[config.mk]
export PLATFORM = sky130hd
export DESIGN_NAME = midi_channel_voice_decoder_top_flat
export DESIGN_NICKNAME = d
export VERILOG_FILES = /design/src/design/mcvd_pkg.sv /design/src/design/mcvd_if.sv /design/src/design/mcvd_front.sv /design/src/design/mcvd_queue.sv /design/src/design/mcvd_back.sv /design/src/design/midi_channel_voice_decoder_top.sv /design/src/flat_wrapper.sv
export SDC_FILE = /design/constraint.sdc
export NUM_CORES = 1
export LEC_CHECK = 0
export ABC_CLOCK_PERIOD_IN_PS = 5800
export BUFFER_PORTS_ARGS = -buffer_cell sky130_fd_sc_hd__buf_2
export CAP_MARGIN = 25
export CORE_MARGIN = 5
export CORE_UTILIZATION = 58
export CTS_BUF_LIST = sky130_fd_sc_hd__clkbuf_8
export CTS_CLUSTER_SIZE = 12
export DETAILED_ROUTE_END_ITERATION = 12
export GPL_TIMING_DRIVEN = 0
export HOLD_SLACK_MARGIN = 0.08
export PLACE_DENSITY = 0.85
export SYNTH_ARGS = -nofsm -noshare
export SYNTH_HDL_FRONTEND = slang
export SYNTH_SLANG_ARGS = --single-unit
[constraint.sdc]
create_clock -name clk -period 5.8 [get_ports clk]
set_input_delay 0.87 -clock clk [delete_from_list [all_inputs] [get_ports clk]]
set_output_delay 0.87 -clock clk [all_outputs]
set_load 0.1 [all_outputs]
[src/design/mcvd_pkg.sv]
`timescale 1ns / 1ps
// ----------------------------------------------------------------------------
// MIDI channel voice decoder package
// Command codes, queue sizing and MIDI constants shared by the decoder parts.
// ----------------------------------------------------------------------------
package mcvd_pkg;

	localparam int QDEPTH  = 2;
	localparam int QPTR_W  = (QDEPTH > 1) ? $clog2(QDEPTH) : 1;
	localparam int QCNT_W  = $clog2(QDEPTH + 1);

	localparam logic [3:0] ST_NOTE_OFF = 4'h8;
	localparam logic [3:0] ST_NOTE_ON  = 4'h9;
	localparam logic [3:0] ST_CTRL     = 4'hB;
	localparam logic [3:0] ST_PRESSURE = 4'hD;
	localparam logic [3:0] ST_BEND     = 4'hE;

	localparam logic [6:0] CC_DATA_ENTRY = 7'd6;
	localparam logic [6:0] CC_EXPRESSION = 7'd11;
	localparam logic [6:0] CC_NRPN_LSB   = 7'd98;
	localparam logic [6:0] CC_NRPN_MSB   = 7'd99;
	localparam logic [6:0] CC_RPN_LSB    = 7'd100;
	localparam logic [6:0] CC_RPN_MSB    = 7'd101;

	localparam logic [6:0]  BEND_RANGE_RESET = 7'd2;
	localparam logic [14:0] BEND_CENTER      = 15'd8192;

	typedef enum logic [3:0] {
		OP_NOTE_ON,
		OP_NOTE_OFF,
		OP_BEND,
		OP_PRESSURE,
		OP_DATA_ENTRY,
		OP_EXPR,
		OP_MSB_SET,
		OP_MSB_CLR,
		OP_LSB_SET,
		OP_LSB_CLR
	} op_t;

	typedef struct packed {
		op_t        op;
		logic [3:0] channel;
		logic [6:0] d1;
		logic [6:0] d2;
	} cmd_t;

	typedef struct packed {
		logic push;
		cmd_t cmd;
	} q_wr_t;

	typedef struct packed {
		logic full;
		logic empty;
	} q_stat_t;

endpackage

[src/design/mcvd_if.sv]
`timescale 1ns / 1ps
// ----------------------------------------------------------------------------
// MIDI channel voice decoder channels
// Valid/ready channels for the incoming byte stream and the voice results.
// ----------------------------------------------------------------------------
interface mcvd_byte_if;
	logic       valid;
	logic       ready;
	logic [7:0] byte_in;

	modport source (output valid, output byte_in, input ready);
	modport sink (input valid, input byte_in, output ready);
endinterface

interface mcvd_voice_if;
	logic               valid;
	logic               ready;
	logic [3:0]         channel;
	logic               note_attack;
	logic signed [21:0] pitch_q13;
	logic [6:0]         volume;
	logic [6:0]         expr_controller;
	logic [6:0]         expr_value;

	modport source (output valid, output channel, output note_attack, output pitch_q13,
		output volume, output expr_controller, output expr_value, input ready);
	modport sink (input valid, input channel, input note_attack, input pitch_q13,
		input volume, input expr_controller, input expr_value, output ready);
endinterface

[src/design/mcvd_front.sv]
`timescale 1ns / 1ps
// ----------------------------------------------------------------------------
// MIDI decoder front end
// Tracks running status, gathers data bytes and queues decoded commands.
// ----------------------------------------------------------------------------
module mcvd_front import mcvd_pkg::*; (
	input  logic          clk,
	input  logic          arst_n,
	input  logic          valid,
	input  logic [7:0]    byte_in,
	output logic          ready,
	input  q_stat_t       q_stat,
	output q_wr_t         q_wr
);

	logic [3:0] status_q;
	logic [3:0] channel_q;
	logic       phase_q;
	logic [6:0] first_q;
	logic       accept;
	logic [6:0] d;
	logic       two_byte;

	assign ready    = !q_stat.full;
	assign accept   = valid && ready;
	assign d        = byte_in[6:0];
	assign two_byte = (status_q == ST_NOTE_ON) || (status_q == ST_NOTE_OFF) ||
	                  (status_q == ST_BEND) || (status_q == ST_CTRL);

	always_comb begin
		q_wr.push        = 1'b0;
		q_wr.cmd.op      = OP_NOTE_ON;
		q_wr.cmd.channel = channel_q;
		q_wr.cmd.d1      = first_q;
		q_wr.cmd.d2      = d;
		if (accept && !byte_in[7]) begin
			if (status_q == ST_PRESSURE) begin
				q_wr.push   = 1'b1;
				q_wr.cmd.op = OP_PRESSURE;
			end else if (two_byte && phase_q) begin
				case (status_q)
					ST_NOTE_ON: begin
						q_wr.push   = 1'b1;
						q_wr.cmd.op = OP_NOTE_ON;
					end
					ST_NOTE_OFF: begin
						q_wr.push   = 1'b1;
						q_wr.cmd.op = OP_NOTE_OFF;
					end
					ST_BEND: begin
						q_wr.push   = 1'b1;
						q_wr.cmd.op = OP_BEND;
					end
					default: begin
						q_wr.push = 1'b1;
						case (first_q)
							CC_RPN_MSB:    q_wr.cmd.op = OP_MSB_SET;
							CC_NRPN_MSB:   q_wr.cmd.op = OP_MSB_CLR;
							CC_RPN_LSB:    q_wr.cmd.op = OP_LSB_SET;
							CC_NRPN_LSB:   q_wr.cmd.op = OP_LSB_CLR;
							CC_DATA_ENTRY: q_wr.cmd.op = OP_DATA_ENTRY;
							CC_EXPRESSION: q_wr.cmd.op = OP_EXPR;
							default:       q_wr.push   = 1'b0;
						endcase
					end
				endcase
			end
		end
	end

	always_ff @(posedge clk or negedge arst_n) begin
		if (!arst_n) begin
			status_q  <= '0;
			channel_q <= '0;
			phase_q   <= 1'b0;
			first_q   <= '0;
		end else if (accept) begin
			if (byte_in[7]) begin
				status_q  <= byte_in[7:4];
				channel_q <= byte_in[3:0];
				phase_q   <= 1'b0;
			end else if (two_byte && status_q != ST_PRESSURE && !phase_q) begin
				first_q <= d;
				phase_q <= 1'b1;
			end else begin
				phase_q <= 1'b0;
			end
		end
	end

	a_pressure_pushes: assert property (@(posedge clk) disable iff (!arst_n)
		(accept && !byte_in[7] && status_q == ST_PRESSURE) |-> q_wr.push)
		else $error("pressure data byte did not queue a command");

	a_status_resets_phase: assert property (@(posedge clk) disable iff (!arst_n)
		(accept && byte_in[7]) |=> !phase_q)
		else $error("status byte left a partial message pending");

endmodule

[src/design/mcvd_queue.sv]
`timescale 1ns / 1ps
// ----------------------------------------------------------------------------
// MIDI decoder command queue
// Small register FIFO that decouples the byte parser from the voice engine.
// ----------------------------------------------------------------------------
module mcvd_queue import mcvd_pkg::*; (
	input  logic    clk,
	input  logic    arst_n,
	input  q_wr_t   q_wr,
	input  logic    pop,
	output q_stat_t q_stat,
	output cmd_t    rd_cmd
);

	cmd_t              mem_q [QDEPTH];
	logic [QPTR_W-1:0] wr_ptr_q;
	logic [QPTR_W-1:0] rd_ptr_q;
	logic [QCNT_W-1:0] count_q;
	logic              do_push;
	logic              do_pop;

	assign q_stat.full  = (count_q == QCNT_W'(QDEPTH));
	assign q_stat.empty = (count_q == '0);
	assign rd_cmd       = mem_q[rd_ptr_q];
	assign do_push      = q_wr.push && !q_stat.full;
	assign do_pop       = pop && !q_stat.empty;

	always_ff @(posedge clk) begin
		if (do_push) begin
			mem_q[wr_ptr_q] <= q_wr.cmd;
		end
	end

	always_ff @(posedge clk or negedge arst_n) begin
		if (!arst_n) begin
			wr_ptr_q <= '0;
			rd_ptr_q <= '0;
			count_q  <= '0;
		end else begin
			if (do_push) begin
				wr_ptr_q <= (wr_ptr_q == QPTR_W'(QDEPTH - 1)) ? '0 : wr_ptr_q + 1'b1;
			end
			if (do_pop) begin
				rd_ptr_q <= (rd_ptr_q == QPTR_W'(QDEPTH - 1)) ? '0 : rd_ptr_q + 1'b1;
			end
			if (do_push && !do_pop) begin
				count_q <= count_q + 1'b1;
			end else if (do_pop && !do_push) begin
				count_q <= count_q - 1'b1;
			end
		end
	end

	a_no_overflow: assert property (@(posedge clk) disable iff (!arst_n)
		q_wr.push |-> !q_stat.full)
		else $error("command pushed into a full queue");

	a_count_bound: assert property (@(posedge clk) disable iff (!arst_n)
		count_q <= QCNT_W'(QDEPTH))
		else $error("queue count beyond depth");

endmodule

[src/design/mcvd_back.sv]
`timescale 1ns / 1ps
// ----------------------------------------------------------------------------
// MIDI decoder voice engine
// Applies queued commands to the voice state and registers the results.
// ----------------------------------------------------------------------------
module mcvd_back import mcvd_pkg::*; (
	input  logic     clk,
	input  logic     arst_n,
	input  q_stat_t  q_stat,
	input  cmd_t     cmd,
	output logic     pop,
	output logic               valid,
	input  logic               ready,
	output logic [3:0]         channel,
	output logic               note_attack,
	output logic signed [21:0] pitch_q13,
	output logic [6:0]         volume,
	output logic [6:0]         expr_controller,
	output logic [6:0]         expr_value
);

	logic [6:0]         note_q;
	logic [6:0]         volume_q;
	logic [13:0]        bend_q;
	logic [6:0]         range_q;
	logic               msb_sel_q;
	logic               lsb_sel_q;
	logic [6:0]         expr_ctl_q;
	logic [6:0]         expr_lvl_q;
	logic signed [21:0] pitch_q;
	logic               out_valid_q;

	logic [6:0]         note_n;
	logic [6:0]         volume_n;
	logic [13:0]        bend_n;
	logic [6:0]         range_n;
	logic               msb_sel_n;
	logic               lsb_sel_n;
	logic [6:0]         expr_ctl_n;
	logic [6:0]         expr_lvl_n;
	logic signed [21:0] pitch_n;
	logic               emit;
	logic               attack;
	logic               recompute;

	logic signed [14:0] bend_off;
	logic signed [22:0] bend_prod;
	logic signed [23:0] pitch_sum;

	assign pop = !q_stat.empty && (!out_valid_q || ready);

	assign bend_off  = $signed({1'b0, bend_n}) - $signed(BEND_CENTER);
	assign bend_prod = $signed({1'b0, range_q}) * bend_off;
	assign pitch_sum = $signed({4'b0, note_n, 13'b0}) + 24'(bend_prod);

	always_comb begin
		note_n     = note_q;
		volume_n   = volume_q;
		bend_n     = bend_q;
		range_n    = range_q;
		msb_sel_n  = msb_sel_q;
		lsb_sel_n  = lsb_sel_q;
		expr_ctl_n = expr_ctl_q;
		expr_lvl_n = expr_lvl_q;
		emit       = 1'b0;
		attack     = 1'b0;
		recompute  = 1'b0;
		case (cmd.op)
			OP_NOTE_ON: begin
				note_n    = cmd.d1;
				volume_n  = cmd.d2;
				recompute = 1'b1;
				emit      = 1'b1;
				attack    = (cmd.d2 != '0);
			end
			OP_NOTE_OFF: begin
				note_n   = cmd.d1;
				volume_n = '0;
				emit     = 1'b1;
			end
			OP_BEND: begin
				bend_n    = {cmd.d2, cmd.d1};
				recompute = 1'b1;
				emit      = 1'b1;
			end
			OP_PRESSURE: begin
				volume_n = cmd.d2;
				emit     = 1'b1;
			end
			OP_DATA_ENTRY: begin
				if (msb_sel_q && lsb_sel_q) begin
					range_n = cmd.d2;
				end
				emit = 1'b1;
			end
			OP_EXPR: begin
				expr_ctl_n = CC_EXPRESSION;
				expr_lvl_n = cmd.d2;
				emit       = 1'b1;
			end
			OP_MSB_SET: msb_sel_n = 1'b1;
			OP_MSB_CLR: msb_sel_n = 1'b0;
			OP_LSB_SET: lsb_sel_n = 1'b1;
			OP_LSB_CLR: lsb_sel_n = 1'b0;
			default: begin
				emit = 1'b0;
			end
		endcase
		pitch_n = recompute ? pitch_sum[21:0] : pitch_q;
	end

	always_ff @(posedge clk or negedge arst_n) begin
		if (!arst_n) begin
			note_q      <= '0;
			volume_q    <= '0;
			bend_q      <= '0;
			range_q     <= BEND_RANGE_RESET;
			msb_sel_q   <= 1'b0;
			lsb_sel_q   <= 1'b0;
			expr_ctl_q  <= '0;
			expr_lvl_q  <= '0;
			pitch_q     <= '0;
			out_valid_q <= 1'b0;
		end else begin
			if (pop) begin
				note_q     <= note_n;
				volume_q   <= volume_n;
				bend_q     <= bend_n;
				range_q    <= range_n;
				msb_sel_q  <= msb_sel_n;
				lsb_sel_q  <= lsb_sel_n;
				expr_ctl_q <= expr_ctl_n;
				expr_lvl_q <= expr_lvl_n;
				pitch_q    <= pitch_n;
				out_valid_q <= emit;
			end else if (ready) begin
				out_valid_q <= 1'b0;
			end
		end
	end

	always_ff @(posedge clk) begin
		if (pop && emit) begin
			channel         <= cmd.channel;
			note_attack     <= attack;
			pitch_q13       <= pitch_n;
			volume          <= volume_n;
			expr_controller <= expr_ctl_n;
			expr_value      <= expr_lvl_n;
		end
	end

	assign valid = out_valid_q;

	a_emit_shows: assert property (@(posedge clk) disable iff (!arst_n)
		(pop && emit) |=> (valid && pitch_q13 == pitch_q && volume == volume_q))
		else $error("result register does not match the updated voice state");

endmodule

[src/design/midi_channel_voice_decoder_top.sv]
`timescale 1ns / 1ps
// ----------------------------------------------------------------------------
// MIDI channel voice decoder
// Decodes running-status MIDI bytes into channel voice results.
// ----------------------------------------------------------------------------
// Bytes arrive on byte_ch, one request per byte; bit 7 marks a status byte.
// Status bytes and incomplete messages give no result. Each completed note
// on, note off, pitch bend, channel pressure, data entry or expression
// message gives one result on voice_ch: channel, attack flag, Q13 pitch,
// volume and the last expression update.
// The front end takes one byte per cycle while the queue has room and queues
// commands in a two-entry queue; the voice engine applies one command per
// cycle unless a result waits on voice_ch, with a single 7 x 15 bit multiply
// for the pitch. A result passes through the queue and the result register,
// and the sustained rate is one byte per cycle while voice_ch takes results.
// When voice_ch stalls, the result register holds, the queue fills and
// byte_ch ready drops once the queue is full; nothing is lost.
// Reset clears the running status, the voice state and all pending work;
// the bend range comes up at two semitones.
// ----------------------------------------------------------------------------
module midi_channel_voice_decoder_top import mcvd_pkg::*; (
	input  logic         clk,
	input  logic         arst_n,
	mcvd_byte_if.sink    byte_ch,
	mcvd_voice_if.source voice_ch
);

	q_wr_t   q_wr;
	q_stat_t q_stat;
	cmd_t    rd_cmd;
	logic    pop;

	mcvd_front u_front (
		.clk     (clk),
		.arst_n  (arst_n),
		.valid   (byte_ch.valid),
		.byte_in (byte_ch.byte_in),
		.ready   (byte_ch.ready),
		.q_stat  (q_stat),
		.q_wr    (q_wr)
	);

	mcvd_queue u_queue (
		.clk    (clk),
		.arst_n (arst_n),
		.q_wr   (q_wr),
		.pop    (pop),
		.q_stat (q_stat),
		.rd_cmd (rd_cmd)
	);

	mcvd_back u_back (
		.clk             (clk),
		.arst_n          (arst_n),
		.q_stat          (q_stat),
		.cmd             (rd_cmd),
		.pop             (pop),
		.valid           (voice_ch.valid),
		.ready           (voice_ch.ready),
		.channel         (voice_ch.channel),
		.note_attack     (voice_ch.note_attack),
		.pitch_q13       (voice_ch.pitch_q13),
		.volume          (voice_ch.volume),
		.expr_controller (voice_ch.expr_controller),
		.expr_value      (voice_ch.expr_value)
	);

endmodule

[src/flat_wrapper.sv]
// flat-port wrapper written by rule: the top's interface ports become plain ports
module midi_channel_voice_decoder_top_flat import mcvd_pkg::*;
  (clk, arst_n, byte_ch_valid, byte_ch_byte_in, byte_ch_ready, voice_ch_valid, voice_ch_channel, voice_ch_note_attack, voice_ch_pitch_q13, voice_ch_volume, voice_ch_expr_controller, voice_ch_expr_value, voice_ch_ready);
  mcvd_byte_if byte_ch_i ();
  mcvd_voice_if voice_ch_i ();
  input  logic clk;
  input  logic arst_n;
  input wire logic [$bits(byte_ch_i.valid)-1:0] byte_ch_valid;
  input wire logic [$bits(byte_ch_i.byte_in)-1:0] byte_ch_byte_in;
  output wire logic [$bits(byte_ch_i.ready)-1:0] byte_ch_ready;
  output wire logic [$bits(voice_ch_i.valid)-1:0] voice_ch_valid;
  output wire logic [$bits(voice_ch_i.channel)-1:0] voice_ch_channel;
  output wire logic [$bits(voice_ch_i.note_attack)-1:0] voice_ch_note_attack;
  output wire logic [$bits(voice_ch_i.pitch_q13)-1:0] voice_ch_pitch_q13;
  output wire logic [$bits(voice_ch_i.volume)-1:0] voice_ch_volume;
  output wire logic [$bits(voice_ch_i.expr_controller)-1:0] voice_ch_expr_controller;
  output wire logic [$bits(voice_ch_i.expr_value)-1:0] voice_ch_expr_value;
  input wire logic [$bits(voice_ch_i.ready)-1:0] voice_ch_ready;
  assign byte_ch_i.valid = byte_ch_valid;
  assign byte_ch_i.byte_in = byte_ch_byte_in;
  assign byte_ch_ready = byte_ch_i.ready;
  assign voice_ch_valid = voice_ch_i.valid;
  assign voice_ch_channel = voice_ch_i.channel;
  assign voice_ch_note_attack = voice_ch_i.note_attack;
  assign voice_ch_pitch_q13 = voice_ch_i.pitch_q13;
  assign voice_ch_volume = voice_ch_i.volume;
  assign voice_ch_expr_controller = voice_ch_i.expr_controller;
  assign voice_ch_expr_value = voice_ch_i.expr_value;
  assign voice_ch_i.ready = voice_ch_ready;
  midi_channel_voice_decoder_top u_core (.clk(clk), .arst_n(arst_n), .byte_ch(byte_ch_i), .voice_ch(voice_ch_i));
endmodule
# ---- Yosys cells after proc, flatten, opt, wreduce, memory -nomap -nowiden
# Memories as Yosys holds them, arrays and structs flattened.
# Cells that the tools add are included.
dict set report totals {
  register_bits 142
  mem_bits_rw 44
  inputBits 12
  word_cells 120
  memories 1
}
# name words width read_ports rd_clocked_by_memory_dff wr line_no
set mem_list {}
lappend mem_list {u_core.u_queue.mem_q 2 22 1 0 1 mcvd_queue.sv:15} ;# cmd_t mem_q [QDEPTH];
dict set report op_classes {
  add_sub_neg 6
  mul 1
  eq_ne 22
  n_mux 26
  bitwise 1
  n_reduce_logical 40
}
# op n
set ops {}
lappend ops {{4-bit == test (second input constant)} 7}
lappend ops {{7-bit == test (second input constant)} 4}
lappend ops {{4-bit case mux with 6 select lines} 1}
lappend ops {{21-bit by 22-bit adder with 22-bit output} 1}
lappend ops {{8-bit by 15-bit multiplier with 22-bit output} 1}
lappend ops {{22-bit 2-to-1 mux} 1}
lappend ops {{7-bit 2-to-1 mux} 3}
lappend ops {{4-bit by 3-bit == test with 1-bit output (second input constant)} 4}
lappend ops {{5-bit 2-to-1 mux} 3}
lappend ops {{5-bit case mux with 3 select lines} 1}
lappend ops {{14-bit by 14-bit subtractor with 15-bit output (second input constant)} 1}
lappend ops {{14-bit 2-to-1 mux} 1}
lappend ops {{7-bit case mux with 2 select lines} 1}
lappend ops {{1-bit logical AND} 12}
lappend ops {{6-bit OR reduction} 2}
lappend ops {{1-bit 2-to-1 mux} 11}
lappend ops {{4-bit by 2-bit == test with 1-bit output (second input constant)} 2}
lappend ops {{2-bit nonzero test} 4}
lappend ops {{7-bit by 3-bit == test with 1-bit output (second input constant)} 1}
lappend ops {{7-bit by 4-bit == test with 1-bit output (second input constant)} 1}
lappend ops {{1-bit logical NOT} 7}
lappend ops {{7-bit nonzero test} 1}
lappend ops {{2-bit AND reduction} 3}
lappend ops {{3-bit AND reduction} 2}
lappend ops {{other kinds (13)} 21}

# ---- Depth between registers and ports, before layout
dict set report depth {
  depth_word 13
  ltp_mapped 24
  mapped_depth_nobuf 23
}

# ---- Modules after synthesis
# A second synthesis with hierarchy kept.
dict set report hier_totals {
  hier_cells 1066
  hier_area_um2 12031.5
}
# mod n_inst cells_each area_each_um2 seq_area_each_um2
set modules_own_cells {}
lappend modules_own_cells {mcvd_back 1 887 9215.1 3294.4}
lappend modules_own_cells {mcvd_queue 1 87 1788.0 1421.4}
lappend modules_own_cells {mcvd_front 1 92 1028.5 400.4}

# ---- Worst setup path before layout
# No wires, ideal clock.
dict set report synth_path {
  path_kind {reg2reg}
  start {reg u_core.u_queue.rd_ptr_q}
  end {reg u_core.u_back.pitch_q[21]}
  setup_ns 0.069
  arrival_time_ns 5.558
  required_time_ns 5.731
  slack_ns 0.173
  path_stages_with_launch 22
  n_path_buf 3
  period_less_slack_ns 5.627
  cell_sequence {dfrtp_1 buf_6 mux2_4 nor2_1 nand2_2 buf_2 a21oi_1 buf_2 and2_1 fa_1 fa_1 fa_1 inv_1 fa_1 inv_1 ha_1 a211oi_1 o21ai_0 a21oi_1 nand3_1 or4_1 nand3_1}
}
dict set report synth_via {
  elab_chain_len 7
}
# element line_no
set synth_rtl {}
lappend synth_rtl {{start: declaration} mcvd_queue.sv:17} ;# logic [QPTR_W-1:0] rd_ptr_q;
lappend synth_rtl {{start signal: assignment} mcvd_queue.sv:44} ;# rd_ptr_q <= (rd_ptr_q == QPTR_W'(QDEPTH - 1)) ? '0 : rd_ptr_q + 1'b1;
lappend synth_rtl {{memory read 2 x 22 bit *} n/a}
lappend synth_rtl {{4-bit by 2-bit == test with 1-bit output} mcvd_back.sv:68} ;# case (cmd.op)
lappend synth_rtl {{14-bit 2-to-1 mux} mcvd_back.sv:68}
lappend synth_rtl {{14-bit by 14-bit subtractor with 15-bit output} mcvd_back.sv:52} ;# assign bend_off = $signed({1'b0, bend_n}) - $signed(BEND_CENTER);
lappend synth_rtl {{8-bit by 15-bit multiplier with 22-bit output} mcvd_back.sv:53} ;# assign bend_prod = $signed({1'b0, range_q}) * bend_off;
lappend synth_rtl {{21-bit by 22-bit adder with 22-bit output} mcvd_back.sv:54} ;# assign pitch_sum = $signed({4'b0, note_n, 13'b0}) + 24'(bend_prod);
lappend synth_rtl {{22-bit 2-to-1 mux *} mcvd_back.sv:109} ;# pitch_n = recompute ? pitch_sum[21:0] : pitch_q;
lappend synth_rtl {{end signal: assignment} mcvd_back.sv:134} ;# pitch_q <= pitch_n;
lappend synth_rtl {{end: declaration} mcvd_back.sv:30} ;# logic signed [21:0] pitch_q;
# Mark *: on every way between the ends. The rest lies on a longest branch, timed or not.
# A chain may end at the register's enable or synchronous reset.

# ---- Worst setup path in the final report
# Ends and elaborated chain as after synthesis.

==> impl_metrics.env <==
export IMPL_rsz0062_at_grt="yes"
export IMPL_layout_drive_gt1_share_pct=25.8
export IMPL_fill_cells=1302
export IMPL_fin_ws_ps=-7.06
export IMPL_grt_use_total_pct=23.5
export IMPL_yosysTopAreaCell="edfxtp_1"
export IMPL_drt_pre_antenna_iters=7
export IMPL_worstPathRequired_ps=6230
export IMPL_grt_max_degree=49
export IMPL_initial_utilization_pct=58.9
export IMPL_synth_area_top_cells="edfxtp_1 (23%), dfrtp_1 (20%), fa_1 (14%), ha_1 (6.0%), mux2_2 (5.2%)"
export IMPL_fp_dieH_um=153
export IMPL_max_freq_mhz=172
export IMPL_antenna_found_initial=0
export IMPL_worst_path_buf_inv=7
export IMPL_hold_path_class="in2async"
export IMPL_cts_tree="built"
export IMPL_fin_skew_ps=19.8
export IMPL_drv_cap=0
export IMPL_n_antenna_cell=0
export IMPL_start_kind="register"
export IMPL_first_global_vias=8716
export IMPL_drv_slew=0
export IMPL_nets=1378
export IMPL_critPathKind="reg2reg"
export IMPL_fin_crit_sh_pct=100
export IMPL_cts_htree_levels=4
export IMPL_clk_pin_slew_ps=110
export IMPL_cts_root_buf="clkbuf_8"
export IMPL_num_io_pins=62
export IMPL_cp_common_cell="fa_1"
export IMPL_critPathMaxStageDelay_ps=550
export IMPL_core_area_mm2=0.0202
export IMPL_vias=8770
export IMPL_syn2layout_area_growth_pct=18.4
export IMPL_hpwl_um=19700
export IMPL_critPathMaxFanout=7
export IMPL_worst_pin_slew_ps=820
export IMPL_slew_headroom_pct=45.3
export IMPL_synthesis_instances=1085
export IMPL_row_count=52
export IMPL_endpoint_kind="register"
export IMPL_syn_mean_instance_area_um2=11.0
export IMPL_cpMaxStageDelayCell="fa_1"
export IMPL_ys_ff_latch=186
export IMPL_async_flop_share_pct=50.5
export IMPL_layout_common_cells="inv_1 (146), nand2_1 (122), dfrtp_1 (93)"
export IMPL_holdBufCountCts=0
export IMPL_drt_initial_drc_count=821
export IMPL_dp_cells=1420
export IMPL_final_common_cell="inv_1"
export IMPL_yosysTopAreaCellShare_pct=23.2
export IMPL_seq_area_frac_synth_pct=43.0
export IMPL_synth_edff_count=92
export IMPL_viasPerCell=5.82
export IMPL_finalCriticalPeriod_ps=5810
export IMPL_synth_area_mm2=0.0119
export IMPL_drc=0
export IMPL_gp_congestion=0.880
export IMPL_path_cells="buf_6 > mux2_4 > nor2_4 > nand2_4 > buf_12 > buf_12 > a21oi_4 > buf_4 > buf_4 > nor2b_1 > ha_1 > fa_1 > fa_1 > inv_1 > fa_1 > inv_1 > ha_4 > a21oi_4 > o21ai_1 > a21oi_2 > nand3_2 > or4_1 > nand3_1"
export IMPL_setup_viol=1
export IMPL_cts_buffers=17
export IMPL_fin_cells=1507
export IMPL_grt_ovfl_total=0
export IMPL_totalWireLength_um=29800
export IMPL_synth_cell_type_count=62
export IMPL_critical_path_top_delay_family="adder cells"
export IMPL_die_area_mm2=0.0235
export IMPL_worstPathArrival_ps=6230
export IMPL_port_buffers=61
export IMPL_ys_warn_count=0
export IMPL_insertion_delay_ps=490
export IMPL_status="finished with violations"
export IMPL_clock_sinks=186
export IMPL_synth_ff_type="dfrtp_1"
export IMPL_whs_ps=398
export IMPL_ant_nets=0
export IMPL_grt_pass1_wl_um=44300
export IMPL_synth_net_count=1239
export IMPL_hold_viol_final=0
export IMPL_clockBufferDepth=2
export IMPL_tns_ps=-7.06
export IMPL_failed_checks="setup timing"
export IMPL_die_x_um=153
export IMPL_wl_per_cell_um=19.8
==> stage by stage <==
stage	setup WS (ps)	util (%)	instance area [um2]
finish	-7.06	69.7	14100
global route	-215	69.7	14100
CTS	8.57	66.3	13400
detailed placement	-631	62.5	12600
global placement	-534	62.0	12600
floorplan	173	-	11900
==> registers in the layout, summed over array words and instances (netlist names), 4 cells and up <==
name	count
u_core.u_back.channel	4
u_core.u_back.range_q	7
u_core.u_back.pitch_q13	22
u_core.u_queue.mem_q	44
u_core.u_front.channel_q	4
u_core.u_back.expr_ctl_q	7
u_core.u_front.first_q	7
u_core.u_back.volume	7
u_core.u_back.expr_value	7
u_core.u_back.note_q	7
u_core.u_back.bend_q	14
u_core.u_back.pitch_q	22
u_core.u_back.expr_lvl_q	7
u_core.u_back.volume_q	7
u_core.u_back.expr_controller	7
u_core.u_front.status_q	4
==> synth_stat cells, types with 4 or more instances <==
master / n
nor3_1: 6
a22o_1: 7
nor3b_1: 4
and3_1: 5
nor2b_1: 74
dfrtp_1: 93
buf_1: 5
o21ai_0: 56
a21o_1: 8
nand4_1: 4
and2_1: 18
edfxtp_1: 92
mux2i_1: 20
o31ai_1: 5
a211oi_1: 7
nand3_1: 7
ha_1: 57
o21a_1: 5
clkbuf_1: 17
nor4b_1: 4
nand2b_1: 28
xor2_1: 8
nor4_1: 7
nor2_1: 37
xnor2_1: 15
a21oi_1: 23
a21oi_2: 11
fa_1: 85
nand2_1: 124
buf_2: 12
mux2_2: 55
inv_1: 148
==> logic make-up (layout without fill, tap and decap cells) <==
group	count (synthesis)	after routing	share of synthesized area, %
AND/OR/NAND/NOR	328	329	14.0
flip-flops	186	186	43.0
buffers and inverters	184	335	6.02
AO/OA/AOI/OAI	145	145	7.91
adder cells (fa/ha/maj)	142	142	20.3
multiplexers	77	77	7.20
XOR/XNOR	23	23	1.69
==> what timing repair did <==
action | in CTS | in global routing
cloned | 1 | 1
endpoints found under the setup margin | 25 | 19
pin swaps | 8 | 43
gates resized for setup | 53 | 84
buffers inserted | 10 | 43
==> metal layers <==
layer | vias up | track usage (%) | share of wire, %
met3 | 84 | 4.18 | 6.4
met4 | 0 | 8.74 | 3.5
met2 | 404 | 41.7 | 54
met5 | - | 0 | 0
li1 | 3874 | - | -
met1 | 4408 | 28.9 | 36
==> worst paths after layout <==
| check | from | end | slack (ps) | depth (start not counted) |
|---|---|---|---|---|
| min in group clk | u_core.u_back.expr_ctl_q[1]$_DFFE_PN0P_ | u_core.u_back.expr_ctl_q[1]$_DFFE_PN0P_ | 470 | 1 |
| max reg2reg | u_core.u_queue.rd_ptr_q$_DFFE_PN0P_ | u_core.u_back.pitch_q[21]$_DFFE_PN0P_ | -7 | 23 |
| max in group asynchronous | arst_n | u_core.u_queue.count_q[0]$_DFFE_PN0P_ | 4720 | 2 |
| min reg2reg | u_core.u_back.expr_ctl_q[1]$_DFFE_PN0P_ | u_core.u_back.expr_ctl_q[1]$_DFFE_PN0P_ | 470 | 1 |
| min | arst_n | u_core.u_back.pitch_q[7]$_DFFE_PN0P_ | 400 | 1 |
| max | u_core.u_queue.rd_ptr_q$_DFFE_PN0P_ | u_core.u_back.pitch_q[21]$_DFFE_PN0P_ | -7 | 23 |
==> area by class of cell <==
class	count	area (um2)	area share, %
Buffer	36	213	1.51
Clock buffer	17	234	1.66
Clock inverter	15	194	1.38
Inverter	148	556	3.94
Multi-Input combinational cell	716	6630	47.0
Sequential cell	186	5120	36.3
Tap cell	270	338	2.40
Timing Repair Buffer	119	821	5.82
Power is not shown: default switching activity piles up to over one toggle a cycle in this logic, so the estimate is an artifact.
